**src/ptb_pkg.sv**
```systemverilog
// Shared types and codes for the periodic timer bank.
// No dependencies; imported by every module of the block.
package ptb_pkg;

   localparam int SLOTS_DEFAULT = 8;

   // Operation codes
   localparam logic [2:0] OP_TICK         = 3'd0;
   localparam logic [2:0] OP_REGISTER     = 3'd1;
   localparam logic [2:0] OP_REMOVE       = 3'd2;
   localparam logic [2:0] OP_ENABLE       = 3'd3;
   localparam logic [2:0] OP_DISABLE      = 3'd4;
   localparam logic [2:0] OP_SET_INTERVAL = 3'd5;
   localparam logic [2:0] OP_RESTART      = 3'd6;
   localparam logic [2:0] OP_UNUSED       = 3'd7;

   // Status codes
   localparam logic [1:0] ST_OK        = 2'd0;
   localparam logic [1:0] ST_FULL      = 2'd1;
   localparam logic [1:0] ST_NOT_FOUND = 2'd2;

   typedef struct packed {
      logic [2:0]  operation;
      logic [2:0]  slot;
      logic [31:0] period;
      logic [31:0] start_time;
      logic        start_enabled;
      logic [31:0] now;
   } req_type;

   typedef struct packed {
      logic [2:0] result_slot;
      logic       fired;
      logic [1:0] status;
      logic       last;
   } rsp_type;

   // Commands from controller to datapath
   typedef struct packed {
      logic capture;
      logic walk_adv;
      logic flush_push;
      logic exec;
   } cmd_type;

   // Status from datapath to controller
   typedef struct packed {
      logic walk_done;
      logic walk_stall;
      logic out_free;
      logic pend_valid;
   } stat_type;

endpackage

```
**src/ptb_ctrl.sv**
```systemverilog
// Controller state machine of the timer bank.
// Uses ptb_pkg; drives commands into ptb_datapath.
module ptb_ctrl
   import ptb_pkg::*;
(
   input  logic       clock,
   input  logic       reset,
   input  logic       req_valid,
   input  logic [2:0] req_op,
   output logic       req_stall,
   input  stat_type   stat,
   output cmd_type    cmd
);

   localparam logic [1:0] S_IDLE  = 2'd0;
   localparam logic [1:0] S_WALK  = 2'd1;
   localparam logic [1:0] S_FLUSH = 2'd2;
   localparam logic [1:0] S_EXEC  = 2'd3;

   logic [1:0] state_ff;
   logic [1:0] state_in;

   // Take a new word only when idle
   assign req_stall = (state_ff != S_IDLE);

   // Next state and commands
   always_comb begin
      state_in = state_ff;
      cmd      = '0;
      unique case (state_ff)
         S_IDLE: begin
            if (req_valid) begin
               cmd.capture = 1'b1;
               if (req_op == OP_TICK) begin
                  state_in = S_WALK;
               end else if (req_op == OP_UNUSED) begin
                  state_in = S_IDLE;
               end else begin
                  state_in = S_EXEC;
               end
            end
         end
         S_WALK: begin
            cmd.walk_adv = !stat.walk_stall;
            if (stat.walk_done) begin
               state_in = S_FLUSH;
            end
         end
         S_FLUSH: begin
            if (!stat.pend_valid) begin
               state_in = S_IDLE;
            end else if (stat.out_free) begin
               cmd.flush_push = 1'b1;
               state_in       = S_IDLE;
            end
         end
         S_EXEC: begin
            if (stat.out_free) begin
               cmd.exec = 1'b1;
               state_in = S_IDLE;
            end
         end
         default: begin
            state_in = S_IDLE;
         end
      endcase
   end

   always_ff @(posedge clock) begin
      if (reset) begin
         state_ff <= S_IDLE;
      end else begin
         state_ff <= state_in;
      end
   end

endmodule

```
**src/ptb_datapath.sv**
```systemverilog
// Datapath of the timer bank: slot flags, period and last-fire memories,
// tick walk pipeline, pending fired word and output register. Uses ptb_pkg.
module ptb_datapath
   import ptb_pkg::*;
#(
   parameter int SLOTS = SLOTS_DEFAULT
)
(
   input  logic     clock,
   input  logic     reset,
   input  req_type  req,
   input  cmd_type  cmd,
   output stat_type stat,
   output logic     rsp_valid,
   input  logic     rsp_stall,
   output rsp_type  rsp
);

   localparam int IW = (SLOTS > 1) ? $clog2(SLOTS) : 1;
   localparam int UW = $clog2(SLOTS + 1);
   localparam logic [UW-1:0] USED_MAX = UW'(SLOTS);

   req_type          req_ff;
   logic [SLOTS-1:0] valid_ff;
   logic [SLOTS-1:0] active_ff;
   logic [UW-1:0]    used_ff;
   logic [31:0]      period_mem_ff [SLOTS];
   logic [31:0]      last_mem_ff [SLOTS];
   logic [31:0]      period_q_ff;
   logic [31:0]      last_q_ff;
   logic [UW-1:0]    rd_idx_ff;
   logic             ev_valid_ff;
   logic [IW-1:0]    ev_idx_ff;
   logic             pend_valid_ff;
   logic             pend_valid_in;
   logic [2:0]       pend_slot_ff;
   logic [2:0]       pend_slot_in;
   logic             rsp_valid_ff;
   logic             rsp_valid_in;
   rsp_type          rsp_ff;
   rsp_type          rsp_in;

   logic [IW-1:0] slot_idx;
   logic [IW-1:0] new_idx;
   logic [IW-1:0] rd_addr;
   logic          slot_found;
   logic          is_full;
   logic          rd_issue;
   logic          due;
   logic          out_free;
   logic          fire;
   logic          reg_ok;
   logic          per_we;
   logic [IW-1:0] per_addr;
   logic          last_we;
   logic [IW-1:0] last_addr;
   logic [31:0]   last_data;
   logic          load;

   // Decode the held request
   assign slot_idx   = IW'(req_ff.slot);
   assign new_idx    = IW'(used_ff);
   assign rd_addr    = rd_idx_ff[IW-1:0];
   assign is_full    = (used_ff == USED_MAX);
   assign slot_found = (32'(req_ff.slot) < 32'(SLOTS)) &&
                       (32'(req_ff.slot) < 32'(used_ff)) && valid_ff[slot_idx];
   assign reg_ok     = cmd.exec && (req_ff.operation == OP_REGISTER) && !is_full;

   // Tick walk: read stage at rd_idx, evaluate stage at ev_idx
   assign rd_issue = (rd_idx_ff < used_ff);
   assign due      = ev_valid_ff && valid_ff[ev_idx_ff] && active_ff[ev_idx_ff] &&
                     ((req_ff.now - last_q_ff) >= period_q_ff);
   assign out_free = !rsp_valid_ff || !rsp_stall;
   assign fire     = cmd.walk_adv && due;

   assign stat.walk_done  = !rd_issue && !ev_valid_ff;
   assign stat.walk_stall = due && pend_valid_ff && !out_free;
   assign stat.out_free   = out_free;
   assign stat.pend_valid = pend_valid_ff;

   // Memory write ports
   always_comb begin
      per_we    = reg_ok || (cmd.exec && (req_ff.operation == OP_SET_INTERVAL) && slot_found);
      per_addr  = reg_ok ? new_idx : slot_idx;
      last_we   = 1'b0;
      last_addr = slot_idx;
      last_data = req_ff.now;
      if (fire) begin
         last_we   = 1'b1;
         last_addr = ev_idx_ff;
      end else if (reg_ok) begin
         last_we   = 1'b1;
         last_addr = new_idx;
         last_data = req_ff.start_time;
      end else if (cmd.exec && (req_ff.operation == OP_RESTART) && slot_found) begin
         last_we = 1'b1;
      end
   end

   always_ff @(posedge clock) begin
      if (per_we) begin
         period_mem_ff[per_addr] <= req_ff.period;
      end
      if (last_we) begin
         last_mem_ff[last_addr] <= last_data;
      end
      if (cmd.walk_adv && rd_issue) begin
         period_q_ff <= period_mem_ff[rd_addr];
         last_q_ff   <= last_mem_ff[rd_addr];
      end
   end

   // Result word selection and pending fired slot
   always_comb begin
      load          = 1'b0;
      rsp_in        = rsp_ff;
      pend_valid_in = pend_valid_ff;
      pend_slot_in  = pend_slot_ff;
      if (fire) begin
         if (pend_valid_ff) begin
            load   = 1'b1;
            rsp_in = '{result_slot: pend_slot_ff, fired: 1'b1, status: ST_OK, last: 1'b0};
         end
         pend_valid_in = 1'b1;
         pend_slot_in  = 3'(ev_idx_ff);
      end else if (cmd.flush_push) begin
         load          = 1'b1;
         rsp_in        = '{result_slot: pend_slot_ff, fired: 1'b1, status: ST_OK, last: 1'b1};
         pend_valid_in = 1'b0;
      end else if (cmd.exec) begin
         load = 1'b1;
         if (req_ff.operation == OP_REGISTER) begin
            rsp_in = '{result_slot: is_full ? 3'd0 : 3'(used_ff), fired: 1'b0,
                       status: is_full ? ST_FULL : ST_OK, last: 1'b1};
         end else begin
            rsp_in = '{result_slot: req_ff.slot, fired: 1'b0,
                       status: slot_found ? ST_OK : ST_NOT_FOUND, last: 1'b1};
         end
      end
      rsp_valid_in = load || (rsp_valid_ff && rsp_stall);
   end

   // Payload registers
   always_ff @(posedge clock) begin
      if (cmd.capture) begin
         req_ff <= req;
      end
      if (load) begin
         rsp_ff <= rsp_in;
      end
      pend_slot_ff <= pend_slot_in;
      if (cmd.walk_adv) begin
         ev_idx_ff <= rd_addr;
      end
   end

   // Control registers: flags, fill count, walk pipeline, output valid
   always_ff @(posedge clock) begin
      if (reset) begin
         valid_ff      <= '0;
         active_ff     <= '0;
         used_ff       <= '0;
         rd_idx_ff     <= '0;
         ev_valid_ff   <= 1'b0;
         pend_valid_ff <= 1'b0;
         rsp_valid_ff  <= 1'b0;
      end else begin
         pend_valid_ff <= pend_valid_in;
         rsp_valid_ff  <= rsp_valid_in;
         if (cmd.capture) begin
            rd_idx_ff   <= '0;
            ev_valid_ff <= 1'b0;
         end else if (cmd.walk_adv) begin
            ev_valid_ff <= rd_issue;
            if (rd_issue) begin
               rd_idx_ff <= rd_idx_ff + UW'(1);
            end
         end
         if (reg_ok) begin
            valid_ff[new_idx]  <= 1'b1;
            active_ff[new_idx] <= req_ff.start_enabled;
            used_ff            <= used_ff + UW'(1);
         end else if (cmd.exec && slot_found) begin
            unique case (req_ff.operation)
               OP_REMOVE: begin
                  valid_ff[slot_idx]  <= 1'b0;
                  active_ff[slot_idx] <= 1'b0;
               end
               OP_ENABLE: begin
                  active_ff[slot_idx] <= 1'b1;
               end
               OP_DISABLE: begin
                  active_ff[slot_idx] <= 1'b0;
               end
               default: begin
               end
            endcase
         end
      end
   end

   assign rsp_valid = rsp_valid_ff;
   assign rsp       = rsp_ff;

endmodule

```
**src/periodic_timer_bank_top.sv**
```systemverilog
// Periodic timer bank. A non-tick word is captured, then executed once the
// result side is free, and its result word is registered; the unused code is
// dropped with no result word. The next word is taken once the bank is idle
// again. A tick walks the slots handed out so far through the period/last-fire
// memory read port, one slot a cycle unless a fired word is held by a stall.
// Synchronous active-high reset empties the bank; memory contents stay unset.
module periodic_timer_bank_top
   import ptb_pkg::*;
#(
   parameter int SLOTS = SLOTS_DEFAULT
)
(
   input  logic    clock,
   input  logic    reset,
   input  logic    req_valid,
   output logic    req_stall,
   input  req_type req,
   output logic    rsp_valid,
   input  logic    rsp_stall,
   output rsp_type rsp
);

   cmd_type  cmd;
   stat_type stat;

   // Sequence each word
   ptb_ctrl u_ctrl (
      .clock     (clock),
      .reset     (reset),
      .req_valid (req_valid),
      .req_op    (req.operation),
      .req_stall (req_stall),
      .stat      (stat),
      .cmd       (cmd)
   );

   // Hold slot state and build result words
   ptb_datapath #(
      .SLOTS (SLOTS)
   ) u_datapath (
      .clock     (clock),
      .reset     (reset),
      .req       (req),
      .cmd       (cmd),
      .stat      (stat),
      .rsp_valid (rsp_valid),
      .rsp_stall (rsp_stall),
      .rsp       (rsp)
   );

endmodule

```
**config.mk**
```make
export PLATFORM = sky130hd
export DESIGN_NAME = periodic_timer_bank_top
export DESIGN_NICKNAME = d
export VERILOG_FILES = /design/src/ptb_pkg.sv /design/src/ptb_ctrl.sv /design/src/ptb_datapath.sv /design/src/periodic_timer_bank_top.sv
export SDC_FILE = /design/constraint.sdc
export NUM_CORES = 1
export LEC_CHECK = 0
export ABC_AREA = 1
export BUFFER_PORTS_ARGS = -buffer_cell sky130_fd_sc_hd__buf_2
export CAP_MARGIN = 10
export CORE_MARGIN = 2
export CORE_UTILIZATION = 35
export CTS_BUF_LIST = sky130_fd_sc_hd__clkbuf_4 sky130_fd_sc_hd__clkbuf_8
export CTS_CLUSTER_DIAMETER = 150
export DETAILED_ROUTE_END_ITERATION = 8
export HOLD_SLACK_MARGIN = 0.15
export PLACE_DENSITY_LB_ADDON = 0.1
export SLEW_MARGIN = 20
export SYNTH_ARGS = -nofsm -noshare
export SYNTH_HDL_FRONTEND = slang
export SYNTH_SLANG_ARGS = --single-unit
```
**constraint.sdc**
```tcl
create_clock -name clock -period 6.69 [get_ports clock]
set_clock_uncertainty 0.05 [all_clocks]
set_input_delay 0.669 -clock clock [delete_from_list [all_inputs] [get_ports clock]]
set_output_delay 0.669 -clock clock [all_outputs]
set_load 0.01 [all_outputs]
```
==> results.cfg, run 1 <==
[pwr]
power_switching_share_pct = 23.8
vdd_ir_drop_max_mv = 0.151
p_leak_nw = 12.9
p_int_mw = 7.31
p_comb_share_pct = 6.3
power.switching_mw = 2.28
clkPwrFrac_pct = 39.8
p_per_area_nw_per_um2 = 269
fin_total_pwr_mw = 9.59
seqPwrFrac_pct = 53.9

[setup_path]
reg2reg_setup_slack_ns = 0.99
path_max_fanout = 13
crit_family = simple AND/OR/NAND/NOR gates
crit_type = flip-flop to flip-flop
cp_common_cell = nand2_1
required_ns = 7.08
cp_slowest_cell = nor2_4
crit_chain = ha_1 -> a21oi_1 -> nand2_1 -> a21oi_1 -> o21bai_2 -> a21boi_1 -> o21ai_1 -> nand2_1 -> nand2_1 -> xor2_1 -> ha_1 -> a21oi_1 -> o21ai_0 -> nand2_1 -> a21oi_1 -> nor2_1 -> nand2_1 -> nand4_1 -> inv_1 -> nand2_1 -> nand3_1 -> nor2_4 -> buf_4
worstPathArrival_ns = 6.09
r2r-end = u_datapath.last_mem_ff[2][1]
r2r_cells = 23
critPathMaxStageDelay_ns = 0.53
crit_buf_inv = 2
worstReg2RegStart = u_datapath.req_ff[2]
crit_path_end_kind = flip-flop
cp-start-kind = flip-flop

[synthesis]
ys_ff_latch = 721
synthesis.nets = 2747
synth_cell_types = 47
synth_area_um2 = 30300
synth-simple-area-share_pct = 12.1
ys_seq_area_share_pct = 70.5
synth_fa_ha_area_share_pct = 3.00
synth_top_family_by_area = simple AND/OR/NAND/NOR gates
synth-edff-count = 692
synthTopCellsByArea = edfxtp_1, nor2_1, o21ai_0
avgSynthCellArea_um2 = 11.8
netlist.area_leader.share_pct = 68.6
synth_top_area_cell = edfxtp_1
synth_xor_area_share_pct = 0.896
ys.flop_type = edfxtp_1
synth_mux_area_share_pct = 0
synthCells = 2568
synth_compound_area_share_pct = 10.0
ys_warn_count = 0
synth_async_sr_flop_share_pct = 0

[layout]
fin_util_pct = 41.7
fill_cells = 8127
mostFrequentLayoutCell = edfxtp_1
seqCellArea_um2 = 21400
drive_above_1_share_pct = 12.9
areaGrowthSynthToFinish_pct = 17.6
multiInputGateArea_um2 = 7990
mostFrequentLayoutCells = edfxtp_1, nor2_1, o21ai_0
fin_nets = 3002

[clocking]
cts.repair.resized = 0
cts_num_sinks = 721
h-tree-depth = 3
cts_buffer_depth = 3
clk_latency_ns = 0.79
cts-root-buf = clkbuf_8
cts_tree = yes
clk_pin_slew_ns = 0.06
cts_buffers = 120

[floorplan]
die-area_um2 = 89000
num_io_pins = 116
placeableCoreArea_um2 = 85500
die_w_um = 298
start_util_pct = 35.4
rows = 107
die_y_um = 298

[placement]
gp_congestion = 0.834
dpl.hpwl_um = 49400
numPortBuffers = 115

[timing]
slew_headroom_pct = 26.2
drv_slew = 0
worst_pin_slew_ns = 1.11
fin_crit_ns = 5.70
fin_setup_tns_ns = 0
rsz0062_at_grt = false
hold_violations = 0
fmax_mhz = 175
fin_crit_sh_pct = 85.2
finalSetupViolCount = 0

[global_routing]
grt_pass1_vias = 20259
grt_use_total_pct = 18.4
grt_max_degree = 205
antenna_found_initial = 3
overflow = 0
grt_pass1_wl_um = 124000

[detailed_routing]
wl_um = 82500
drc = 0
dr.pass1.iters = 5
ant_nets = 0
drt-wirelength-per-cell_um = 20.3
vias = 20065
drt_iter0_markers = 1175
vias_per_cell = 4.93

[worst_hold_path]
min-delay-start = reset
hold_depth = 2
min_delay_worst_endpoint = u_ctrl.state_ff[0]
hp-class = input pin to flip-flop

[job]
maxCapViolations = 0

[outcome]
status = completed
-- Yosys cell counts, types with 2 or more instances --
| cell type | n |
|---|---|
| nor2_2 | 3 |
| nor3_1 | 17 |
| clkbuf_1 | 87 |
| a31oi_1 | 67 |
| nand2_2 | 2 |
| nand3_1 | 67 |
| o21ai_0 | 290 |
| o21bai_1 | 7 |
| ha_1 | 71 |
| o211ai_1 | 8 |
| inv_2 | 9 |
| nor2_1 | 532 |
| a211oi_1 | 3 |
| a221oi_1 | 2 |
| a21oi_1 | 70 |
| buf_2 | 21 |
| nand4_1 | 17 |
| inv_1 | 151 |
| edfxtp_1 | 692 |
| o21ai_1 | 7 |
| a21o_1 | 8 |
| o22ai_1 | 73 |
| nand3_2 | 2 |
| xnor2_1 | 10 |
| buf_1 | 4 |
| nand2_1 | 273 |
| nor4_1 | 5 |
| xor2_1 | 21 |
| a21boi_0 | 3 |
| dfxtp_1 | 29 |
-- power groups by stage --
stage,Clock (mW),Combinational [mW],Sequential [mW]
6_report,3.82,0.600,5.17
4_1_cts,3.93,0.611,5.17
3_3_place_gp,0,0.559,5.26
5_1_grt,4.13,0.678,5.18
3_5_place_dp,0,0.561,5.27
2_1_floorplan,0,0.343,5.24
-- stage by stage --
stage	hold WS, ns	setup slack (ns)	cells	instance area (um2)
floorplan	0.375	1.08	2568	30300
global placement	0.383	1.06	3742	32300
detailed placement	0.390	0.992	3742	32300
CTS	0.201	0.950	4072	35700
global route	0.225	0.516	4074	35700
finish	0.284	0.989	4074	35700
-- what timing repair did --
| action | in CTS | in global routing |
|---|---|---|
| hold buffers | 103 | 0 |
| buffers inserted | 0 | 0 |
| hold endpoints to repair | 103 | 0 |
-- layout make-up --
cell class,instances,area share [%]
antenna,2,0.0140
clock buffer,169,5.68
clock inverter,58,0.947
inverter,161,1.73
multi-input combinational,1571,22.4
sequential,721,59.9
tap,1144,4.01
timing repair buffer,248,5.28
-- flip-flops by register name, indices dropped and copies added (netlist names), named ones only --
| signal | cells |
|---|---|
| u_datapath.last_mem_ff | 256 |
| u_datapath.period_mem_ff | 256 |
| u_datapath.req_ff | 100 |
| u_datapath.last_q_ff | 32 |
| u_datapath.period_q_ff | 32 |
| u_datapath.valid_ff | 8 |
| u_datapath.rsp | 7 |
| u_datapath.rd_idx_ff | 4 |
| u_datapath.used_ff | 4 |
| u_datapath.ev_idx_ff | 3 |
| u_datapath.pend_slot_ff | 3 |
| u_datapath.slot_idx | 3 |
| u_ctrl.state_ff | 2 |
| u_datapath.ev_valid_ff | 1 |
| u_datapath.pend_valid_ff | 1 |
| u_datapath.rsp_valid | 1 |
-- worst max-delay path by stage --
| stage | from | endpoint | slack, ns | depth (start not counted) |
|---|---|---|---|---|
| 2_1_floorplan | req_valid | u_datapath.req_ff[0] | 1.08 | 2 |
| 3_3_place_gp | u_datapath.req_ff[2] | u_datapath.last_mem_ff[2][2] | 1.06 | 23 |
| 3_5_place_dp | u_datapath.req_ff[2] | u_datapath.last_mem_ff[2][1] | 0.99 | 23 |
| 4_1_cts | u_datapath.req_ff[2] | u_datapath.last_mem_ff[2][1] | 0.95 | 23 |
| 5_1_grt | u_datapath.req_ff[2] | u_datapath.last_mem_ff[2][1] | 0.52 | 23 |
| 6_report | u_datapath.req_ff[2] | u_datapath.last_mem_ff[2][1] | 0.99 | 23 |
-- per-layer routing --
metal	global-route usage (%)	up-vias	share of wire [%]
met5	0	-	0
met4	6.38	0	3.0
met3	2.91	153	3.4
met2	30.8	397	48
met1	24.3	9818	45
li1	-	9697	-
-- logic make-up after synthesis --
logic type | Yosys count
simple gates | 921
flops | 721
compound gates | 547
buf+inv | 276
fa+ha+maj | 72
xor+xnor | 31
(Power assumes the default switching activity.)
==> inputs of run 2 (changes only) <==
CORE_UTILIZATION = 60   (was 35)
==> run 2 against run 1 <==
Count of clock-buffer cells in the layout is 18 lower. Global-route usage is 11 points higher. Clock power shrank 1%. Worst hold slack gained 0.0093 ns. Fmax is 3.9% higher. Wire length decreased by 8.1%. Total power fell by 0.60%. Largest cell class unchanged. Final cell count fell by 12%. Combinational power is essentially flat.
==> results.cfg, run 2 (synthesis gave the netlist of run 1 again) <==
[floorplan]
start_util_pct = 60.7
die-area_um2 = 52300
num_io_pins = 116
die_w_um = 229
placeableCoreArea_um2 = 50000
die_y_um = 229
rows = 82

[detailed_routing]
drt-wirelength-per-cell_um = 21.2
ant_nets = 0
dr.pass1.iters = 6
vias = 20773
wl_um = 75800
drt_iter0_markers = 1890
vias_per_cell = 5.80
drc = 0

[clocking]
cts_buffer_depth = 3
h-tree-depth = 3
cts_tree = yes
cts-root-buf = clkbuf_8
clk_latency_ns = 0.75
cts_buffers = 112
cts_num_sinks = 721
clk_pin_slew_ns = 0.06

[placement]
dp_slack_ns = 1.25
numPortBuffers = 115
dp_cells = 3273
dpl.hpwl_um = 44600
postPlaceCellArea_um2 = 31600
gp_congestion = 0.930

[timing]
fmax_mhz = 182
slew_headroom_pct = 33.2
fin_crit_sh_pct = 82.0
hold-worst-slack_ns = 0.293
hold_violations = 0
fin_ws_ns = 1.20
worst_pin_slew_ns = 0.992
fin_setup_tns_ns = 0
drv_slew = 0
fin_crit_ns = 5.49
finalSetupViolCount = 0
rsz0062_at_grt = false

[layout]
fill_cells = 3577
final_cells = 3583
seqCellArea_um2 = 21400
diodes = 0
fin_nets = 2998
drive_above_1_share_pct = 12.6
mostFrequentLayoutCells = edfxtp_1, nor2_1, o21ai_0
reg_top3 = u_datapath.last_mem_ff x256, u_datapath.period_mem_ff x256, u_datapath.req_ff x100
design_area_um2 = 35000
multiInputGateArea_um2 = 7990
areaGrowthSynthToFinish_pct = 15.5
mostFrequentLayoutCell = edfxtp_1

[setup_path]
crit_chain = ha_1 -> a21oi_1 -> nand2_1 -> a21oi_1 -> o21bai_2 -> a21oi_1 -> o21ai_1 -> nand2_1 -> nand2_1 -> xor2_1 -> ha_1 -> a21oi_1 -> o21ai_0 -> nand2_1 -> a21oi_1 -> nor2_1 -> nand2_1 -> nand4_1 -> inv_1 -> nand2_1 -> nand3_1 -> nor2_4 -> buf_4
worstReg2RegStart = u_datapath.req_ff[2]
critPathMaxStageDelay_ns = 0.56
crit_path_end_kind = flip-flop
crit_type = flip-flop to flip-flop
required_ns = 7.06
cp-start-kind = flip-flop
worstPathArrival_ns = 5.86
path_max_fanout = 14
cp_common_cell = nand2_1
cp_slowest_cell = nor2_4
critical_path.startpoint = u_datapath.req_ff[2]

[global_routing]
grt_pass1_vias = 20588
antenna_found_initial = 0
grt_use_total_pct = 29.3
overflow = 0
grt_max_degree = 100
grt_pass1_wl_um = 117000

[pwr]
vdd_ir_drop_max_mv = 0.208
p_leak_nw = 12.9
p_per_area_nw_per_um2 = 272

[worst_hold_path]
hp-class = input pin to flip-flop
min-delay-start = reset

[outcome]
status = completed

[job]
maxCapViolations = 0
-- run 2: cell types whose count changed in the layout (fill, tap and decap cells not counted), sizes merged, moves of 4 or more --
cell | before | now
bufinv | 1 | 7
clkinv | 53 | 44
buf | 145 | 149
clkbuf | 169 | 151
-- run 2: metal layers --
| layer | track usage (%) | vias to the layer above | part of all wire [%] |
|---|---|---|---|
| li1 | - | 9678 | - |
| met1 | 40.2 | 10063 | 42 |
| met2 | 48.4 | 881 | 48 |
| met3 | 4.38 | 151 | 7.5 |
| met4 | 9.95 | 0 | 2.6 |
| met5 | 0 | - | 0 |
-- run 2: metrics by stage --
stage,total power [mW],utilization [%]
final,9.53,70.0
after global routing,9.86,70.0
after CTS,9.57,70.0
after detailed placement,5.80,63.3
after global placement,5.79,63.3
after floorplan,5.58,-
-- run 2: critical path: cells and delay by family, from the launching register on --
family / cells / cell delay (ns)
DFF: 1 / 0.39
and+or+nand+nor: 10 / 1.84
buffers and inverters: 2 / 0.53
adders and majority gates: 2 / 0.65
xor gates and xnor gates: 1 / 0.30
AOI/OAI and AO/OA: 8 / 1.37
-- run 2: repair_timing --
action / 4_1_cts / 5_1_grt
endpoints found under the hold margin: 103 / 0
hold buffers: 103 / 0
gates resized for setup: 0 / 0
setup buffers: 0 / 0
-- run 2: final cells by class --
type	instances	area share [%]
Clock buffer	151	5.26
Clock inverter	55	1.32
Inverter	161	1.76
Multi-Input combinational cell	1571	22.8
Sequential cell	721	61.1
Tap cell	672	2.40
Timing Repair Buffer	252	5.39
-- run 2: where the power goes --
part	internal, mW	switching [mW]
logic	0.208	0.392
clock network	2.06	1.70
registers	5.09	0.0733
total	7.36	2.17
-- run 2: worst paths after layout --
check / to / slack [ns] / depth (start not counted)
setup / recovery: u_datapath.last_mem_ff[4][8] / 1.20 / 23
hold / removal: u_datapath.used_ff[0] / 0.29 / 2
setup reg to reg: u_datapath.last_mem_ff[4][8] / 1.20 / 23
hold reg to reg: flip-flop / 0.40 / 2
==> inputs of run 3 (changes only) <==
clock period = 5.49 ns   (was 6.69 ns; I/O delays follow)
==> run 3 against run 2 <==
Non-clock buffer count increased by 3. Sequential power is 22% higher. Die area unchanged. Largest power group unchanged. Global-route usage shrank 0.31 points. Utilization grew 0.16 points. Cell area is 0.23% higher.
==> results.cfg, run 3 (synthesis gave the netlist of run 1 again) <==
[timing]
fin_crit_ns = 5.04
rsz0062_at_grt = false
hold_violations = 0
hold-worst-slack_ns = 0.218
fin_setup_tns_ns = 0
slew_headroom_pct = 26.0
fin_crit_sh_pct = 91.8
drv_slew = 0
finalSetupViolCount = 0
fmax_mhz = 198
worst_pin_slew_ns = 1.11

[detailed_routing]
drt_iter0_markers = 2119
drt-wirelength-per-cell_um = 21.0
vias_per_cell = 5.75
wl_um = 75200
dr.pass1.iters = 6
drc = 0
ant_nets = 0
vias = 20639

[setup_path]
cp-start-kind = flip-flop
r2r-end = u_datapath.last_mem_ff[3][5]
required_ns = 5.84
r2r_cells = 26
path_max_fanout = 32
cp_slowest_cell = fa_1
cp_common_cell = nand2_1
reg2reg_setup_slack_ns = 0.45
critPathMaxStageDelay_ns = 0.41
critical_path.startpoint = u_datapath.req_ff[0]
worstReg2RegStart = u_datapath.req_ff[0]
crit_type = flip-flop to flip-flop
worstPathArrival_ns = 5.39
cp-endpoint = u_datapath.last_mem_ff[3][5]
crit_path_end_kind = flip-flop

[clocking]
cts.repair.resized = 0
cts-root-buf = clkbuf_8
clk_latency_ns = 0.73
cts_buffer_depth = 3
clk_pin_slew_ns = 0.06
cts_buffers = 112
cts_tree = yes
h-tree-depth = 3
cts_num_sinks = 721

[layout]
fin_nets = 3001
mostFrequentLayoutCells = edfxtp_1, nor2_1, o21ai_0
design_area_um2 = 35100
fill_cells = 3537
seqCellArea_um2 = 21400
multiInputGateArea_um2 = 7990
areaGrowthSynthToFinish_pct = 15.7
reg_top3 = u_datapath.last_mem_ff x256, u_datapath.period_mem_ff x256, u_datapath.req_ff x100
diodes = 0
mostFrequentLayoutCell = edfxtp_1
drive_above_1_share_pct = 12.6

[job]
maxCapViolations = 0

[global_routing]
grt_use_total_pct = 29.0
overflow = 0
antenna_found_initial = 1
grt_max_degree = 135
grt_pass1_wl_um = 115000
grt_pass1_vias = 20303

[placement]
gp_congestion = 0.911
dpl.hpwl_um = 43800
postPlaceCellArea_um2 = 31800
numPortBuffers = 115

[floorplan]
placeableCoreArea_um2 = 50000
num_io_pins = 116
die_y_um = 229
rows = 82
die-area_um2 = 52300
start_util_pct = 60.7
die_w_um = 229

[pwr]
p_leak_nw = 12.9
fin_total_pwr_mw = 11.5
p_per_area_nw_per_um2 = 329
vdd_ir_drop_max_mv = 0.315

[worst_hold_path]
hp-class = input pin to flip-flop

[outcome]
status = completed
run 3: changes by cell type in the layout (fill, tap and decap cells not counted), sizes merged:
cell,delta
clkinv,+14
clkbuf,-13
buf,+2
dlygate4sd3,+1
inv,+1
run 3: metal layers:
metal  GRT usage (%)  up-vias  part of all wire (%)
li1                -     9687                     -
met1            40.0     9925                    42
met2            46.5      864                    47
met3            5.08      161                   7.2
met4            11.3        2                   3.1
met5               0        -                 0.017
run 3: timing repair:
item / 4_1_cts / 5_1_grt
endpoints found under the setup margin: 0 / 245
hold buffers: 104 / 0
setup buffers: 0 / 3
hold endpoints to repair: 111 / 0
run 3: cell type report:
cell class,instances,area share [%]
Clock buffer,138,4.97
Clock inverter,70,1.49
Inverter,161,1.75
Multi-Input combinational cell,1571,22.8
Sequential cell,721,60.9
Tap cell,672,2.40
Timing Repair Buffer,255,5.70
run 3: worst min-delay path by stage:
stage          startpoint              endpoint  slack (ns)  cells after the start
2_1_floorplan   flip-flop             flip-flop        0.38                      2
3_3_place_gp    flip-flop             flip-flop        0.38                      2
4_1_cts         rsp_stall  u_datapath.rsp_valid        0.17                      5
6_report        rsp_stall  u_datapath.rsp_valid        0.22                      5
3_5_place_dp    flip-flop             flip-flop        0.39                      2
5_1_grt         rsp_stall  u_datapath.rsp_valid        0.21                      5
run 3: power breakdown:
part	internal [mW]	leakage, nW	total (mW)	switching [mW]
combinational	0.250	5.21	0.725	0.475
clock	2.44	1.19	4.52	2.08
sequential	6.20	6.51	6.30	0.0916
total	8.89	12.9	11.5	2.65
run 3: per-stage QoR:
| stage | worst slack [ns] | util (%) | cells |
|---|---|---|---|
| floorplan | 0.392 | - | 2568 |
| global placement | 0.569 | 63.5 | 3273 |
| detailed placement | 0.495 | 63.5 | 3273 |
| CTS | 0.437 | 70.2 | 3585 |
| global route | 0.141 | 70.2 | 3588 |
| finish | 0.452 | 70.2 | 3588 |
run 3: worst max-delay path, delay by kind of cell (launching register included):
family,cells,cell delay (ns)
flops,1,0.36
fa+ha+maj,3,0.84
simple gates,13,1.81
buf+inv,5,0.62
xor+xnor,1,0.29
compound gates,4,0.69
